$ cat src/rtl/block_average_mosaic_assert.svh
// Assertion macros for the block average mosaic
`ifndef BLOCK_AVERAGE_MOSAIC_ASSERT_SVH
`define BLOCK_AVERAGE_MOSAIC_ASSERT_SVH

// Same-cycle implication, off during reset
`define BAM_ASSERT_NOW(label, clk, rst_n, pre, post) \
    label: assert property (@(posedge clk) disable iff (!rst_n) (pre) |-> (post)) \
        else $error("bam assertion failed");

// Next-cycle implication, off during reset
`define BAM_ASSERT_NXT(label, clk, rst_n, pre, post) \
    label: assert property (@(posedge clk) disable iff (!rst_n) (pre) |=> (post)) \
        else $error("bam assertion failed");

`endif

$ cat src/rtl/bam_pkg.sv
package bam_pkg;

    localparam int NUM_LANES  = 3;
    localparam int COL_W      = 6;
    localparam int ROW_W      = 10;
    localparam int POS_W      = 10;
    localparam int DIM_W      = 11;
    localparam int BS_W       = 5;
    localparam int CH_W       = 8;
    localparam int SUM_W      = 16;
    localparam int CNT_W      = 9;
    localparam int CFG_IDX_W  = 2;
    localparam int CFG_DATA_W = 11;

    localparam logic [DIM_W-1:0] WIDTH_RST  = DIM_W'(100);
    localparam logic [DIM_W-1:0] HEIGHT_RST = DIM_W'(100);
    localparam logic [BS_W-1:0]  BSIZE_RST  = BS_W'(10);

    typedef enum logic [CFG_IDX_W-1:0] {
        CFG_REGION_WIDTH  = 2'd0,
        CFG_REGION_HEIGHT = 2'd1,
        CFG_BLOCK_SIZE    = 2'd2
    } t_cfg_idx;

    typedef logic [NUM_LANES-1:0][CH_W-1:0]  t_rgb_pix;
    typedef logic [NUM_LANES-1:0][SUM_W-1:0] t_rgb_sum;

    typedef struct packed {
        logic             restart;
        logic             emit;
        logic             done;
        logic [COL_W-1:0] col;
        logic [ROW_W-1:0] row;
        logic [BS_W-1:0]  bw;
        logic [BS_W-1:0]  bh;
    } t_pos_info;

    typedef struct packed {
        logic [COL_W-1:0] col;
        logic [ROW_W-1:0] row;
        logic             done;
    } t_meta;

    typedef struct packed {
        logic start;
        logic take;
    } t_lane_ctl;

    typedef struct packed {
        logic idle;
        logic done;
    } t_lane_sts;

endpackage

$ cat src/rtl/bam_res_if.sv
interface bam_res_if;
    import bam_pkg::*;

    logic             valid;
    logic             ready;
    logic [CH_W-1:0]  avg_red;
    logic [CH_W-1:0]  avg_green;
    logic [CH_W-1:0]  avg_blue;
    logic [COL_W-1:0] block_col;
    logic [ROW_W-1:0] block_row;
    logic             region_done;

    modport source (
        output valid, avg_red, avg_green, avg_blue, block_col, block_row, region_done,
        input  ready
    );

    modport sink (
        input  valid, avg_red, avg_green, avg_blue, block_col, block_row, region_done,
        output ready
    );
endinterface

$ cat src/rtl/bam_merge.sv
module bam_merge (
    input  logic                                     i_clk,
    input  logic                                     i_rst_n,
    input  logic                                     i_start,
    input  bam_pkg::t_meta                           i_meta,
    input  bam_pkg::t_lane_sts [bam_pkg::NUM_LANES-1:0] i_sts,
    input  bam_pkg::t_rgb_pix                        i_quot,
    output bam_pkg::t_lane_ctl                       o_ctl,
    bam_res_if.source                                o_res
);
    import bam_pkg::*;

    logic     all_done;
    logic     take;
    logic     r_vld;
    t_meta    r_meta;
    t_meta    r_out_meta;
    t_rgb_pix r_avg;

    always_comb begin
        all_done = 1'b1;
        for (int l = 0; l < NUM_LANES; l++) begin
            all_done = all_done & i_sts[l].done;
        end
        take = all_done && (!r_vld || o_res.ready);
    end

    assign o_ctl.start = i_start;
    assign o_ctl.take  = take;

    always_ff @(posedge i_clk) begin
        if (!i_rst_n) begin
            r_vld <= 1'b0;
        end else if (take) begin
            r_vld <= 1'b1;
        end else if (o_res.ready) begin
            r_vld <= 1'b0;
        end
    end

    always_ff @(posedge i_clk) begin
        if (i_start) begin
            r_meta <= i_meta;
        end
        if (take) begin
            r_avg      <= i_quot;
            r_out_meta <= r_meta;
        end
    end

    assign o_res.valid       = r_vld;
    assign o_res.avg_red     = r_avg[0];
    assign o_res.avg_green   = r_avg[1];
    assign o_res.avg_blue    = r_avg[2];
    assign o_res.block_col   = r_out_meta.col;
    assign o_res.block_row   = r_out_meta.row;
    assign o_res.region_done = r_out_meta.done;
endmodule

$ cat src/flat_wrapper.sv
// flat-port wrapper written by rule: the top's interface ports become plain ports
module bam_merge_flat import bam_pkg::*;
  (i_clk, i_rst_n, i_start, i_meta, i_sts, i_quot, o_ctl, o_res_valid, o_res_avg_red, o_res_avg_green, o_res_avg_blue, o_res_block_col, o_res_block_row, o_res_region_done, o_res_ready);
  bam_res_if o_res_i ();
  input  logic i_clk;
  input  logic i_rst_n;
  input  logic i_start;
  input  bam_pkg::t_meta i_meta;
  input  bam_pkg::t_lane_sts [bam_pkg::NUM_LANES-1:0] i_sts;
  input  bam_pkg::t_rgb_pix i_quot;
  output bam_pkg::t_lane_ctl o_ctl;
  output wire logic [$bits(o_res_i.valid)-1:0] o_res_valid;
  output wire logic [$bits(o_res_i.avg_red)-1:0] o_res_avg_red;
  output wire logic [$bits(o_res_i.avg_green)-1:0] o_res_avg_green;
  output wire logic [$bits(o_res_i.avg_blue)-1:0] o_res_avg_blue;
  output wire logic [$bits(o_res_i.block_col)-1:0] o_res_block_col;
  output wire logic [$bits(o_res_i.block_row)-1:0] o_res_block_row;
  output wire logic [$bits(o_res_i.region_done)-1:0] o_res_region_done;
  input wire logic [$bits(o_res_i.ready)-1:0] o_res_ready;
  assign o_res_valid = o_res_i.valid;
  assign o_res_avg_red = o_res_i.avg_red;
  assign o_res_avg_green = o_res_i.avg_green;
  assign o_res_avg_blue = o_res_i.avg_blue;
  assign o_res_block_col = o_res_i.block_col;
  assign o_res_block_row = o_res_i.block_row;
  assign o_res_region_done = o_res_i.region_done;
  assign o_res_i.ready = o_res_ready;
  bam_merge u_core (.i_clk(i_clk), .i_rst_n(i_rst_n), .i_start(i_start), .i_meta(i_meta), .i_sts(i_sts), .i_quot(i_quot), .o_ctl(o_ctl), .o_res(o_res_i));
endmodule
$ cat config.mk
export PLATFORM = sky130hd
export DESIGN_NAME = bam_merge_flat
export DESIGN_NICKNAME = d
export VERILOG_FILES = /design/src/rtl/block_average_mosaic_assert.svh /design/src/rtl/bam_pkg.sv /design/src/rtl/bam_res_if.sv /design/src/rtl/bam_merge.sv /design/src/flat_wrapper.sv
export SDC_FILE = /design/constraint.sdc
export NUM_CORES = 1
export LEC_CHECK = 0
export ABC_AREA = 1
export BUFFER_PORTS_ARGS = -buffer_cell sky130_fd_sc_hd__buf_2
export CAP_MARGIN = 10
export CORE_MARGIN = 2
export CORE_UTILIZATION = 47
export DETAILED_ROUTE_END_ITERATION = 8
export PLACE_DENSITY = 0.83
export SYNTH_ARGS = -nofsm -noshare
export SYNTH_HDL_FRONTEND = slang
export SYNTH_SLANG_ARGS = --single-unit
$ cat constraint.sdc
create_clock -name i_clk -period 5.09 [get_ports i_clk]
set_input_delay 0 -clock i_clk [delete_from_list [all_inputs] [get_ports i_clk]]
set_output_delay 0 -clock i_clk [all_outputs]
set_load 0.03 [all_outputs]
# Word level (Yosys, flattened, before mapping)
# Cells that the tools add are included.
[word_totals]
mem_bits_rw = 0
ff_bits = 59
latch_bits = 0
out_inout_bits = 44
rom_bits = 0
elab_cells = 18
mem_count = 0
inputBits = 51
[classes]
reduce_logical = 4
mux = 2
n_lt_le_gt_ge = 0
eq_ne = 0
n_div = 0
shift = 0
add_sub_neg = 0
multipliers = 0
bitwise_logic = 2
[ops]
columns = ["operator", "n"]
rows = [
  ["1-bit bitwise AND", 2],
  ["1-bit two-way mux", 2],
  ["2-bit nonzero test", 1],
  ["1-bit logical AND", 1],
  ["1-bit logical NOT", 1],
  ["1-bit logical OR", 1],
]

# Longest topological paths before layout
[logic_depth]
ltp_word = 4
depth_mapped = 3
ltp_nobuf = 3

# Least setup slack after synthesis
# No wires, ideal clock.
[synth_path]
kind = "reg-to-reg"
start = "register u_core.r_vld (netlist: u_core.o_res.valid)"
end = "register u_core.r_avg (netlist bit u_core.o_res.avg_blue[0]), enable pin"
stages_incl_launch_ff = 2
path_buffers = 0
t_required_ns = 4.676
setup_time_ns = 0.414
path_slack_ns = 2.972
period_less_slack_ns = 2.118
t_arrival_ns = 1.704
path_cell_list = "dfxtp_1 a21oi_2"
[synth_via]
elab_chain_len = 3
[synth_lines]
columns = ["item", "line_no", "rtl"]
rows = [
  ["start: declaration", "bam_merge.sv:15", "logic r_vld;"],
  ["start signal: assignment", "bam_merge.sv:33", "r_vld <= 1'b0;"],
  ["start signal: assignment", "bam_merge.sv:35", "r_vld <= 1'b1;"],
  ["start signal: assignment", "bam_merge.sv:37", "r_vld <= 1'b0;"],
  ["1-bit logical NOT", "bam_merge.sv:25", "take = all_done && (!r_vld || o_res.ready);"],
  ["1-bit logical OR", "bam_merge.sv:25", ""],
  ["1-bit logical AND", "bam_merge.sv:25", ""],
  ["named net u_core.take", "bam_merge.sv:14", "logic take;"],
  ["end signal: assignment", "bam_merge.sv:46", "r_avg <= i_quot;"],
  ["end: declaration", "bam_merge.sv:18", "t_rgb_pix r_avg;"],
]
# The timed path passes the listed nets, and every way through them passes these cells.
# A chain may end at the register's enable or synchronous reset.

==> summary.md <==
| Metric | Value |
|---|---|
| Worst Tran Pin Value | `483 ps` |
| Commonest cells in the synthesized netlist | `edfxtp_1, a21oi_2, buf_4` |
| Fmax achieved | `660 MHz` |
| CTS tree | `yes` |
| Post-route setup TNS | `0 ps` |
| Post_cts resized | `0` |
| Fin crit share | `29.7%` |
| I/O pin cnt | `95` |
| Slack of the critical path | `3580 ps` |
| Total Power | `961 uW` |
| Clock transition at path regs | `60 ps` |
| RSZ-0062 raised after global routing | `false` |
| Overall routing resource usage | `19.7%` |
| RR Endpoint | `u_core.o_res.block_row[9]` |
| Total gr overflow | `0` |
| Layout cells sized above 1 | `49.3%` |
| Area leader, netlist | `edfxtp_1` |
| Iter 0 DRT Violations | `61` |
| Routed Antenna Nets | `0` |
| HP Start | `i_start` |
| CP max FO | `42` |
| Final Max Slew Viols | `0` |
| R2R setup slack | `3830 ps` |
| Layout Area Growth over Synthesis | `60.2%` |
| Drt wl/cell | `14.9 um` |
| Drc violations | `0` |
| Fill cells | `222` |
| Synth warn | `0` |
| Avg Inst Size Synth | `27.1 um2` |
| Synth area leaders | `edfxtp_1, dfxtp_1, a21oi_2` |
| Mapped Cells | `67` |
| Final WL | `3910 um` |
| Reg2reg start | `u_core.o_res.valid` |
| Largest net degree at the start of global routing | `43` |
| Leak | `1.19 nW` |
| #FFs+latches synth | `59` |
| Crit. End Element | `output pin` |
| Top cell type's share of synthesized area | `95.9%` |
| Via density | `4.30` |
| Layout Cells excl Fill | `263` |
| Layout Utilization | `78.9%` |
| DIE AREA | `0.00438 mm2` |
| DP Cell Count | `205` |
| FF-to-FF path depth | `2` |
| Ant. Diodes | `0` |
| Final min period | `1510 ps` |
| Final hold vios | `0` |
| CTS Buf Count | `9` |
| DP Worst Slack | `3830 ps` |
| Post-synth net total | `118` |
| Reg area | `0.00176 mm2` |
| VDD IR max | `0.000226 V` |
| Port Buf Inserts | `91` |
| Multi-input gate area | `38.8 um2` |
| Core area | `0.00369 mm2` |
| CTS Buffer Depth | `2` |
| H-tree levels | `3` |
| Max-cap viol count | `0` |
| Post-synthesis sequential area ratio | `97.0%` |
| Root buf cell | `clkbuf_8` |
| Area after DPL | `0.00233 mm2` |
| CP arrival | `1510 ps` |
| Fin nets | `262` |
| Status | `finished clean` |
| Synth Cell Area | `0.00182 mm2` |
| Initial antenna violation count | `0` |
| Worst Hold Path EP | `u_core.r_meta[1]` |
| Synth Flop Type | `edfxtp_1` |
| Final Setup Violations | `0` |
| Initial Utilization | `49.2%` |
| WP data required | `5090 ps` |
| Number of distinct library cells after synthesis | `8` |
| Top-count cell post-synth | `edfxtp_1` |
| Clock Latency Late Sink | `320 ps` |
| Die H | `66.2 um` |
| Clk sinks | `59` |
| Post-CTS Setup Bufs | `0` |
| Die X | `66.2 um` |
| Async SR Flop Fraction | `0%` |
| Number of synthesized flops with an enable pin | `58` |
| Core Rows | `22` |
| Drt first pass iters | `4` |
| Post-CTS Hold Fix Bufs | `43` |
| Skew final | `2.68 ps` |
| DP HPWL | `2160 um` |
| Worst hold-check path type | `input port to flop` |
| Global-route wire length before repair | `5780 um` |
| Cell Pwr Density | `330 mW/mm2` |
| Crit path kind | `flop to output pin` |
| Hold Path Depth | `1` |
| Vias after detailed routing | `1132` |
| Placer congestion estimate | `0.645` |
| Hold WS | `117 ps` |
| Relative slew slack | `67.8%` |
| Crit start category | `flop` |
| Vias in the first global route | `1220` |
| Final instance area | `0.00291 mm2` |
worst max path at each step:
| stage | startpoint | to | slack (ps) | cells after the start |
|---|---|---|---|---|
| 6_report | u_core.o_res.valid | o_ctl[0] | 3580 | 3 |
| 4_1_cts | u_core.o_res.valid | o_ctl[0] | 3560 | 3 |
| 3_5_place_dp | u_core.o_res.valid | u_core.o_res.avg_green[6] | 3830 | 2 |
| 3_3_place_gp | u_core.o_res.valid | u_core.o_res.avg_green[6] | 3870 | 2 |
| 2_1_floorplan | u_core.o_res.valid | u_core.o_res.avg_blue[0] | 2970 | 1 |
| 5_1_grt | u_core.o_res.valid | o_ctl[0] | 3480 | 3 |
state kept, by name, indices dropped and copies added (netlist names):
signal                    flops
u_core.o_res.block_col        6
u_core.o_res.valid            1
u_core.o_res.region_done      1
u_core.o_res.block_row       10
u_core.o_res.avg_red          8
u_core.o_res.avg_green        8
u_core.r_meta                17
u_core.o_res.avg_blue         8
critical path, cell delays in order (launching register included):
cell,delay [ps]
dfxtp_1,340
a21oi_4,120
buf_4,440
buf_2,290
layout make-up:
type | count | share of cell area (%)
Sequential cell | 59 | 60.6
Timing Repair Buffer | 135 | 30.7
Clock buffer | 9 | 4.26
Tap cell | 48 | 2.06
Multi-Input combinational cell | 4 | 1.33
Clock inverter | 6 | 0.817
Inverter | 2 | 0.258
routing by layer:
metal | vias to the layer above | track usage, % | share of wire (%)
li1 | 552 | - | -
met1 | 504 | 18.8 | 35
met2 | 68 | 33.5 | 53
met3 | 8 | 11.8 | 10
met4 | 0 | 9.18 | 1.9
met5 | - | 0 | 0
cell usage in the layout (no fill, tap or decap), drive strengths merged:
cell / Yosys / final
a21oi: 2 / 2
buf: 2 / 92
clkbuf: 0 / 9
clkinv: 0 / 6
dfxtp: 1 / 1
dlygate4sd3: 0 / 43
edfxtp: 58 / 58
inv: 2 / 2
nand2: 1 / 1
nand3: 1 / 1
report_power, final:
group	internal [mW]	switching (mW)	total, mW
Sequential	0.558	0.00518	0.563
Clock	0.164	0.155	0.319
Combinational	0.0403	0.0381	0.0784
kinds of logic (layout without fill, tap and decap cells):
logic type / count (synthesis) / after routing / share of synthesized area, %
flops: 59 / 59 / 97.0
buf+inv: 4 / 152 / 1.24
compound gates: 2 / 2 / 0.965
simple gates: 2 / 2 / 0.758
(Power assumes the default switching activity.)
