### config.mk
export PLATFORM = sky130hd
export DESIGN_NAME = bam_pos
export DESIGN_NICKNAME = d
export VERILOG_FILES = /design/src/rtl/block_average_mosaic_assert.svh /design/src/rtl/bam_pkg.sv /design/src/rtl/bam_pos.sv
export SDC_FILE = /design/constraint.sdc
export NUM_CORES = 1
export LEC_CHECK = 0
export BUFFER_PORTS_ARGS = -buffer_cell sky130_fd_sc_hd__buf_4
export CORE_UTILIZATION = 60
export CTS_BUF_LIST = sky130_fd_sc_hd__clkbuf_8 sky130_fd_sc_hd__clkbuf_16
export CTS_CLUSTER_SIZE = 12
export DETAILED_ROUTE_END_ITERATION = 10
export PLACE_DENSITY = 0.87
export SETUP_SLACK_MARGIN = 0.2
export SYNTH_ARGS = -nofsm -noshare
export SYNTH_HDL_FRONTEND = slang
export SYNTH_SLANG_ARGS = --single-unit
### constraint.sdc
create_clock -name i_clk -period 27.4 [get_ports i_clk]
set_input_delay 2.74 -clock i_clk [delete_from_list [all_inputs] [get_ports i_clk]]
set_output_delay 2.74 -clock i_clk [all_outputs]
set_load 0.005 [all_outputs]
### src/rtl/block_average_mosaic_assert.svh
// Assertion macros for the block average mosaic
`ifndef BLOCK_AVERAGE_MOSAIC_ASSERT_SVH
`define BLOCK_AVERAGE_MOSAIC_ASSERT_SVH

// Same-cycle implication, off during reset
`define BAM_ASSERT_NOW(label, clk, rst_n, pre, post) \
    label: assert property (@(posedge clk) disable iff (!rst_n) (pre) |-> (post)) \
        else $error("bam assertion failed");

// Next-cycle implication, off during reset
`define BAM_ASSERT_NXT(label, clk, rst_n, pre, post) \
    label: assert property (@(posedge clk) disable iff (!rst_n) (pre) |=> (post)) \
        else $error("bam assertion failed");

`endif

### src/rtl/bam_pkg.sv
package bam_pkg;

    localparam int NUM_LANES  = 3;
    localparam int COL_W      = 6;
    localparam int ROW_W      = 10;
    localparam int POS_W      = 10;
    localparam int DIM_W      = 11;
    localparam int BS_W       = 5;
    localparam int CH_W       = 8;
    localparam int SUM_W      = 16;
    localparam int CNT_W      = 9;
    localparam int CFG_IDX_W  = 2;
    localparam int CFG_DATA_W = 11;

    localparam logic [DIM_W-1:0] WIDTH_RST  = DIM_W'(100);
    localparam logic [DIM_W-1:0] HEIGHT_RST = DIM_W'(100);
    localparam logic [BS_W-1:0]  BSIZE_RST  = BS_W'(10);

    typedef enum logic [CFG_IDX_W-1:0] {
        CFG_REGION_WIDTH  = 2'd0,
        CFG_REGION_HEIGHT = 2'd1,
        CFG_BLOCK_SIZE    = 2'd2
    } t_cfg_idx;

    typedef logic [NUM_LANES-1:0][CH_W-1:0]  t_rgb_pix;
    typedef logic [NUM_LANES-1:0][SUM_W-1:0] t_rgb_sum;

    typedef struct packed {
        logic             restart;
        logic             emit;
        logic             done;
        logic [COL_W-1:0] col;
        logic [ROW_W-1:0] row;
        logic [BS_W-1:0]  bw;
        logic [BS_W-1:0]  bh;
    } t_pos_info;

    typedef struct packed {
        logic [COL_W-1:0] col;
        logic [ROW_W-1:0] row;
        logic             done;
    } t_meta;

    typedef struct packed {
        logic start;
        logic take;
    } t_lane_ctl;

    typedef struct packed {
        logic idle;
        logic done;
    } t_lane_sts;

endpackage

### src/rtl/bam_pos.sv
module bam_pos (
    input  logic                       i_clk,
    input  logic                       i_rst_n,
    input  logic                       i_cfg_wr,
    input  logic [bam_pkg::DIM_W-1:0]  i_width,
    input  logic [bam_pkg::DIM_W-1:0]  i_height,
    input  logic [bam_pkg::BS_W-1:0]   i_bsize,
    input  logic                       i_accept,
    input  logic                       i_sor,
    output logic                       o_run,
    output bam_pkg::t_pos_info         o_info
);
    import bam_pkg::*;

    localparam int OFS_W       = $clog2(1 << (BS_W - 1));
    localparam int MAX_SIDE    = 1 << (BS_W - 1);
    localparam int MAX_DIM     = 1 << POS_W;
    localparam int RECIP_SHIFT = POS_W + BS_W - 1;
    localparam int RECIP_W     = RECIP_SHIFT + 1;

    typedef enum logic [2:0] {
        ST_RUN = 3'b001,
        ST_DIV = 3'b010,
        ST_FIX = 3'b100
    } t_pos_state;

    function automatic logic [RECIP_W-1:0] recip_of(input logic [BS_W-1:0] b);
        logic [RECIP_W-1:0] r;
        unique case (b)
            5'd1:    r = 15'd16384;
            5'd2:    r = 15'd8192;
            5'd3:    r = 15'd5462;
            5'd4:    r = 15'd4096;
            5'd5:    r = 15'd3277;
            5'd6:    r = 15'd2731;
            5'd7:    r = 15'd2341;
            5'd8:    r = 15'd2048;
            5'd9:    r = 15'd1821;
            5'd10:   r = 15'd1639;
            5'd11:   r = 15'd1490;
            5'd12:   r = 15'd1366;
            5'd13:   r = 15'd1261;
            5'd14:   r = 15'd1171;
            5'd15:   r = 15'd1093;
            5'd16:   r = 15'd1024;
            default: r = '0;
        endcase
        return r;
    endfunction

    t_pos_state        r_state, n_state;
    logic [POS_W-1:0]  r_x,   n_x;
    logic [POS_W-1:0]  r_y,   n_y;
    logic [OFS_W-1:0]  r_xin, n_xin;
    logic [OFS_W-1:0]  r_yin, n_yin;
    logic [COL_W-1:0]  r_col, n_col;
    logic [ROW_W-1:0]  r_row, n_row;
    logic [POS_W-1:0]  r_qx,  n_qx;
    logic [POS_W-1:0]  r_qy,  n_qy;

    logic [BS_W-1:0]          b_eff;
    logic [BS_W-1:0]          b_m1;
    logic [DIM_W-1:0]         w_lim;
    logic [DIM_W-1:0]         w_eff;
    logic [DIM_W-1:0]         h_eff;
    logic                     restart;
    logic                     last_x;
    logic                     last_y;
    logic [POS_W-1:0]         x0;
    logic [POS_W-1:0]         y0;
    logic [OFS_W-1:0]         xin0;
    logic [OFS_W-1:0]         yin0;
    logic [COL_W-1:0]         col0;
    logic [ROW_W-1:0]         row0;
    logic [DIM_W-1:0]         span_x;
    logic [DIM_W-1:0]         span_y;
    logic [POS_W+RECIP_W-1:0] prod_x;
    logic [POS_W+RECIP_W-1:0] prod_y;
    logic [POS_W+BS_W-1:0]    back_x;
    logic [POS_W+BS_W-1:0]    back_y;
    logic [POS_W-1:0]         rem_x;
    logic [POS_W-1:0]         rem_y;

    always_comb begin
        b_eff = i_bsize;
        if (i_bsize == '0) begin
            b_eff = BS_W'(1);
        end else if (i_bsize > BS_W'(MAX_SIDE)) begin
            b_eff = BS_W'(MAX_SIDE);
        end
        b_m1  = b_eff - 1'b1;
        w_lim = DIM_W'(b_eff) << COL_W;

        w_eff = (i_width == '0) ? DIM_W'(1) : i_width;
        if (w_eff > w_lim) begin
            w_eff = w_lim;
        end
        if (w_eff > DIM_W'(MAX_DIM)) begin
            w_eff = DIM_W'(MAX_DIM);
        end
        h_eff = (i_height == '0) ? DIM_W'(1) : i_height;
        if (h_eff > DIM_W'(MAX_DIM)) begin
            h_eff = DIM_W'(MAX_DIM);
        end

        restart = i_sor || ({1'b0, r_x} >= w_eff) || ({1'b0, r_y} >= h_eff);
        x0   = restart ? '0 : r_x;
        y0   = restart ? '0 : r_y;
        xin0 = restart ? '0 : r_xin;
        yin0 = restart ? '0 : r_yin;
        col0 = restart ? '0 : r_col;
        row0 = restart ? '0 : r_row;

        last_x = ({1'b0, x0} == DIM_W'(w_eff - 1'b1));
        last_y = ({1'b0, y0} == DIM_W'(h_eff - 1'b1));

        span_x = w_eff - DIM_W'(x0) + DIM_W'(xin0);
        span_y = h_eff - DIM_W'(y0) + DIM_W'(yin0);

        o_info.restart = restart;
        o_info.emit    = (last_x || ({1'b0, xin0} == b_m1))
                      && (last_y || ({1'b0, yin0} == b_m1));
        o_info.done    = last_x && last_y;
        o_info.col     = col0;
        o_info.row     = row0;
        o_info.bw      = (span_x > DIM_W'(b_eff)) ? b_eff : span_x[BS_W-1:0];
        o_info.bh      = (span_y > DIM_W'(b_eff)) ? b_eff : span_y[BS_W-1:0];

        prod_x = r_x * recip_of(b_eff);
        prod_y = r_y * recip_of(b_eff);
        back_x = r_qx * b_eff;
        back_y = r_qy * b_eff;
        rem_x  = r_x - back_x[POS_W-1:0];
        rem_y  = r_y - back_y[POS_W-1:0];
    end

    always_comb begin
        n_state = r_state;
        n_x     = r_x;
        n_y     = r_y;
        n_xin   = r_xin;
        n_yin   = r_yin;
        n_col   = r_col;
        n_row   = r_row;
        n_qx    = r_qx;
        n_qy    = r_qy;
        unique case (r_state)
            ST_RUN: begin
                if (i_accept) begin
                    if (last_x) begin
                        n_x   = '0;
                        n_xin = '0;
                        n_col = '0;
                        if (last_y) begin
                            n_y   = '0;
                            n_yin = '0;
                            n_row = '0;
                        end else begin
                            n_y = y0 + 1'b1;
                            if ({1'b0, yin0} == b_m1) begin
                                n_yin = '0;
                                n_row = row0 + 1'b1;
                            end else begin
                                n_yin = yin0 + 1'b1;
                                n_row = row0;
                            end
                        end
                    end else begin
                        n_x   = x0 + 1'b1;
                        n_y   = y0;
                        n_yin = yin0;
                        n_row = row0;
                        if ({1'b0, xin0} == b_m1) begin
                            n_xin = '0;
                            n_col = col0 + 1'b1;
                        end else begin
                            n_xin = xin0 + 1'b1;
                            n_col = col0;
                        end
                    end
                end
            end
            ST_DIV: begin
                n_qx    = prod_x[RECIP_SHIFT +: POS_W];
                n_qy    = prod_y[RECIP_SHIFT +: POS_W];
                n_state = ST_FIX;
            end
            ST_FIX: begin
                n_xin   = rem_x[OFS_W-1:0];
                n_yin   = rem_y[OFS_W-1:0];
                n_col   = r_qx[COL_W-1:0];
                n_row   = r_qy[ROW_W-1:0];
                n_state = ST_RUN;
            end
            default: begin
                n_state = ST_RUN;
            end
        endcase
        if (i_cfg_wr) begin
            n_state = ST_DIV;
        end
    end

    always_ff @(posedge i_clk) begin
        if (!i_rst_n) begin
            r_state <= ST_RUN;
            r_x     <= '0;
            r_y     <= '0;
            r_xin   <= '0;
            r_yin   <= '0;
            r_col   <= '0;
            r_row   <= '0;
        end else begin
            r_state <= n_state;
            r_x     <= n_x;
            r_y     <= n_y;
            r_xin   <= n_xin;
            r_yin   <= n_yin;
            r_col   <= n_col;
            r_row   <= n_row;
        end
    end

    always_ff @(posedge i_clk) begin
        r_qx <= n_qx;
        r_qy <= n_qy;
    end

    assign o_run = (r_state == ST_RUN);
endmodule

# Yosys cells after proc, flatten, opt, wreduce, memory -nomap -nowiden

Memory sizes are Yosys's and may differ from the RTL's.
Index checks and enable logic that the tools add are counted.

Input port bits: 32
Memory bits (read-only): 960
Register bits: 67
Memories: 2

Memory list:

| memory           | words | width | read ports | clocked after memory_dff | write ports | line          | text |
|---|---|---|---|---|---|---|---|
| (name not given) | 32    | 15    | 1          | 0                        | 0           | bam_pos.sv:29 | `unique case (b)` |
| (name not given) | 32    | 15    | 1          | 0                        | 0           | bam_pos.sv:29 |  |

Eq/ne operators: 9
Add/sub/neg operators: 15
$mul: 4
Reduce and logical (&&, ||, !) cells: 13
Mux-type cells: 38
Bitwise logic cells: 1
Magnitude comparators: 8

Operators with widths:

| cell                    | number |
|---|---|
| $mux W10                | 10 |
| $mux W11                | 5 |
| $mul A10 B15 Y24        | 2 |
| $mux W4                 | 9 |
| $add A10 B1 Y10 const B | 3 |
| $mux W6                 | 4 |
| $add A11 B4 Y11         | 2 |
| $eq A10 B11 Y1          | 2 |
| $ge A10 B11 Y1          | 2 |
| $gt A11 B11 Y1 const B  | 2 |
| $gt A11 B5 Y1           | 2 |
| $logic_not A11 Y1       | 2 |
| $sub A11 B1 Y11 const B | 2 |
| $sub A11 B10 Y11        | 2 |
| $mul A10 B5 Y4          | 2 |
| $mux W5                 | 4 |
| $pmux W10 S2            | 1 |
| $pmux W4 S2             | 2 |
| $pmux W6 S2             | 1 |
| $gt A11 B11 Y1          | 1 |
| $eq A4 B5 Y1            | 2 |
| $add A4 B1 Y4 const B   | 2 |
| $sub A4 B4 Y4           | 2 |
| $add A6 B1 Y6 const B   | 1 |
| other kinds (15)        | 21 |

# Longest topological paths before layout

Depth after elaboration: 17
Depth in mapped cells: 39
Gate-level depth less buffers: 32

# Least setup slack after synthesis

Ideal clock, no wire load.

Path type: input to output
From: in i_bsize[4] (netlist name)
To: out o_info[6] (netlist name)
Setup slack: 14.138 ns
Stages: 36
Data required time: 24.660 ns
Data arrival time: 10.522 ns
Path through: buf_2 -> clkbuf_1 -> clkbuf_1 -> clkbuf_1 -> inv_1 -> ha_1 -> nand3_1 -> o21bai_1 -> a22oi_2 -> clkbuf_1 -> mux2i_1 -> nand2b_1 -> ha_1 -> and3_1 -> a221oi_1 -> o21ai_0 -> and4_1 -> clkbuf_1 -> nor2_1 -> buf_2 -> clkbuf_1 -> clkbuf_1 -> clkbuf_1 -> nand2_1 -> fa_1 -> inv_1 -> ha_1 -> nor2b_1 -> o21a_1 -> o21a_1 -> o311ai_0 -> o41ai_1 -> a22oi_1 -> a21oi_1 -> o211ai_1 -> mux2_2

RTL lines:

| what            | line          | text |
|---|---|---|
| start, declared | bam_pos.sv:7  | `input logic [bam_pkg::BS_W-1:0] i_bsize,` |
| end, declared   | bam_pos.sv:11 | `output bam_pkg::t_pos_info o_info` |

==> metrics list <==
- For the final database, setup skew stands at 10.9 ps.
* FF/Latch Area: 1420 sq um
- Counting distinct cell types in the post-synthesis netlist gives 90.
- The min-delay analysis places its worst path in the category flip-flop to flip-flop.
- At the worst endpoint, the required time is 24660 ps.
* Peak fanout along the critical path: 50
* Final period demand of the worst path: 14410 ps
- The flow ran to the end, and the final reports show no timing, DRC or antenna violations.
* Via count normalized by instance count: 6.45
- 1st-pass router iterations: 6
* Slew HR: 0.212
* Antenna violations before repair: 0
- The first global-routing pass estimated 78.5 mm of wire.
* Number of global-route vias before repair: 15700
* Setup Buffers After CTS: 0
* Routed len/inst: 20.6 um
* Worst Setup End Kind: output pin
* Area of the multi-input gates: 13600 sq um
- Share of Yosys cell area claimed by the top area cell type: 0.249
- The setup path with the least slack is of type input pin to output pin.
- TritonCTS clock tree: done
- In the final layout, the share of cells above drive strength 1 is 0.0793.
- Width of the chip: 168 um
- Unrepaired setup endpoints after global routing: false
* Final Net Count: 2455
- In this run, synthesis inferred 16 flip-flops with an integrated enable.
- The number of antenna diodes in the final layout is 0.
* Die Y-Extent: 168 um
- Max clock buf depth: 2
- Cell Pwr Density: 22.5 nW/um^2
- The tree built by TritonCTS fans out to 63 sinks.
- The hold violation count in the final report was 0.
- Gr usage total: 0.353
- Clock latency on the worst-skew pair: 350 ps
- Largest net degree at the start of global routing: 51
- Yosys attributes the largest share of cell area to fa_1 (25%), ha_1 (15%), nand2_1 (6.3%), inv_1 (5.9%), dfxtp_1 (5.7%).
- Largest stage delay on the critical path: 740 ps
- Critical path buffers and inverters: 7
- Yosys warning total: 0
- Total Power Consumption: 0.393 mW
* Post-synth ARST share: 0
- Detailed-route via count: 15300
* Hold buffer count at CTS: 0
- Among all stages on the critical path, the largest delay is contributed by a22oi_2.
- Number of failing setup endpoints in the final timing report: 0
* Maximum level of the CTS H-tree: 3
- Summed over all layers, the routed wires come to 48.7 mm.
- From synthesis to final layout, the design area changed by 6.09%.
* CP arrival: 11670 ps
- For this configuration, the core starts out at a cell density of 0.612.
- For the pin with the worst max-slew slack, the measured transition is 1180 ps.
- Overflow left after global routing: 0
- CTS placed an instance of clkbuf_16 at the clock tree root.
- For this design the top-level I/O count stands at 62.
- Floorplan die area: 28100 sq um
* Maximum ir drop on the vdd rail: 0.0365 mV
* Half-perimeter wire length after detailed placement: 36.6 mm
- Area of the placeable core: 27000 sq um
- Gates resized during post-CTS repair numbered 0.
- Reported leakage power: 8.34 nW
* Max-cap check violation count: 0
- For this run, the leading register cell type out of synthesis is dfxtp_1.
* Number of buffers inserted during clock tree synthesis: 9
- DRC violation total after the first TritonRoute iteration: 1584
- Derived from the worst setup path, the maximum achievable clock frequency is 69.4 MHz.
* Mean post-synth cell area: 8.07 sq um
* Type of element launching the critical path: input pin
* Final-report max-slew violation count: 0
- Final total negative setup slack: 0 ps
* Number of synthesized register bits: 63
* Clock transition at the register clock pins on the worst setup and hold paths after CTS: 60 ps
- Dividing the final minimum period by the clock period gives 0.526.
- Sequential share of the synthesized area: 0.0862
- Cell taking the most area after synthesis: fa_1
* Filler Cell Count: 2192
* Synthesized instance count: 2041
- Row count: 60
- Synthesis produced a netlist with a net count of 2472.
* Number of port buffers: 61
* Mapped cell area: 16500 sq um
- Once detail routing completed, the nets flagged for antenna violations numbered 0.
- Among the stages of the critical path, the cell type that occurs most often is ha_1.
* Largest delay share family, worst path: compound AO/OA/AOI/OAI gates
- At the end of routability-driven placement, the weighted congestion stood at 1.01.
* DRC: 0
==> worst paths after layout <==
check        depth (start not counted)        end  startpoint  slack (ps)
min reg2reg                          2   r_row[4]     r_qy[4]         520
max                                 34  o_info[2]  i_bsize[4]       12990
max reg2reg                         16    r_qy[9]      r_y[5]       20530
min                                  2   r_row[4]     r_qy[4]         520
==> placed cells by master (no fill, tap or decap), types with 16 or more instances in the layout <==
cell and n:
nand2_1 277, inv_1 258, fa_1 205, ha_1 194, buf_4 102, and2_1 96, a21oi_1 82, nor2_1 78
xnor2_1 70, and3_1 64, o21ai_0 60, nand3_1 52, nor3_1 49, dfxtp_1 47, nand4_1 28, nand2b_1 26
xor2_1 24, nor2b_1 16, a31oi_1 16, edfxtp_1 16
==> cell type report <==
cell class,count,share of cell area
multi-input combinational,1589,0.778
sequential,63,0.0813
inverter,259,0.0556
timing repair buffer,102,0.0438
tap,341,0.0244
clock buffer,9,0.0129
clock inverter,7,0.00365
==> metal layers <==
layer | part of all wire | vias up | GRT usage | routed length (um)
met2 | 0.47 | 940 | 0.597 | 22900
li1 | - | 6782 | - | -
met1 | 0.38 | 7354 | 0.434 | 18400
met4 | 0.043 | 0 | 0.163 | 2120
met3 | 0.11 | 201 | 0.0700 | 5230
met5 | 0 | - | 0 | 0
==> where the power goes <==
group | leakage [nW] | internal, mW | switching, mW
Sequential | 0.526 | 0.0968 | 0.00239
Clock | 0.151 | 0.0698 | 0.0468
Combinational | 7.66 | 0.0662 | 0.111
Total | 8.34 | 0.233 | 0.160
==> stage by stage <==
step | area, sq um | std cells | utilization | setup WS, ps | hold slack [ps]
after floorplan | 16500 | 2041 | - | 14140 | 475
after global placement | 17200 | 2354 | 0.638 | 13490 | 493
after detailed placement | 17200 | 2354 | 0.638 | 13170 | 503
after CTS | 17500 | 2370 | 0.649 | 13190 | 515
after global routing | 17500 | 2370 | 0.649 | 12510 | 539
final | 17500 | 2370 | 0.649 | 12990 | 518
==> worst register-to-register path, cell delays in order (launching register included) <==
cell	delay, ps
dfxtp_1	950
inv_1	400
a21oi_1	270
fa_1	490
fa_1	500
fa_1	530
fa_1	530
fa_1	500
ha_1	360
nand3_1	100
or2_2	320
nor4b_1	610
nor3_1	170
o31ai_1	530
o21a_1	190
nor2_1	50
xnor2_1	110
==> kinds of logic (layout without fill, tap and decap cells) <==
logic type / count (synthesis) / after routing / synth area share
adders and majority gates: 399 / 399 / 0.396
xor gates and xnor gates: 94 / 94 / 0.0500
buffers and inverters: 389 / 377 / 0.0906
AOI/OAI and AO/OA: 314 / 314 / 0.129
DFF: 63 / 63 / 0.0862
muxes: 24 / 24 / 0.0162
and+or+nand+nor: 758 / 758 / 0.232
==> registers in the layout, indices dropped and copies added (netlist names) <==
name,flops
r_qy,10
r_state,3
r_yin,4
r_xin,4
r_col,6
r_qx,6
r_y,10
r_row,10
r_x,10
==> cell usage after synthesis (15+ instances only) <==
| cell type | count |
|---|---|
| a21o_1 | 15 |
| a21oi_1 | 82 |
| a31oi_1 | 16 |
| and2_1 | 96 |
| and3_1 | 64 |
| clkbuf_1 | 113 |
| dfxtp_1 | 47 |
| edfxtp_1 | 16 |
| fa_1 | 205 |
| ha_1 | 194 |
| inv_1 | 257 |
| nand2_1 | 277 |
| nand2b_1 | 26 |
| nand3_1 | 52 |
| nand4_1 | 28 |
| nor2_1 | 79 |
| nor2b_1 | 17 |
| nor3_1 | 49 |
| o21ai_0 | 61 |
| xnor2_1 | 70 |
| xor2_1 | 24 |
Note: power is estimated with default switching activity, not from simulation.
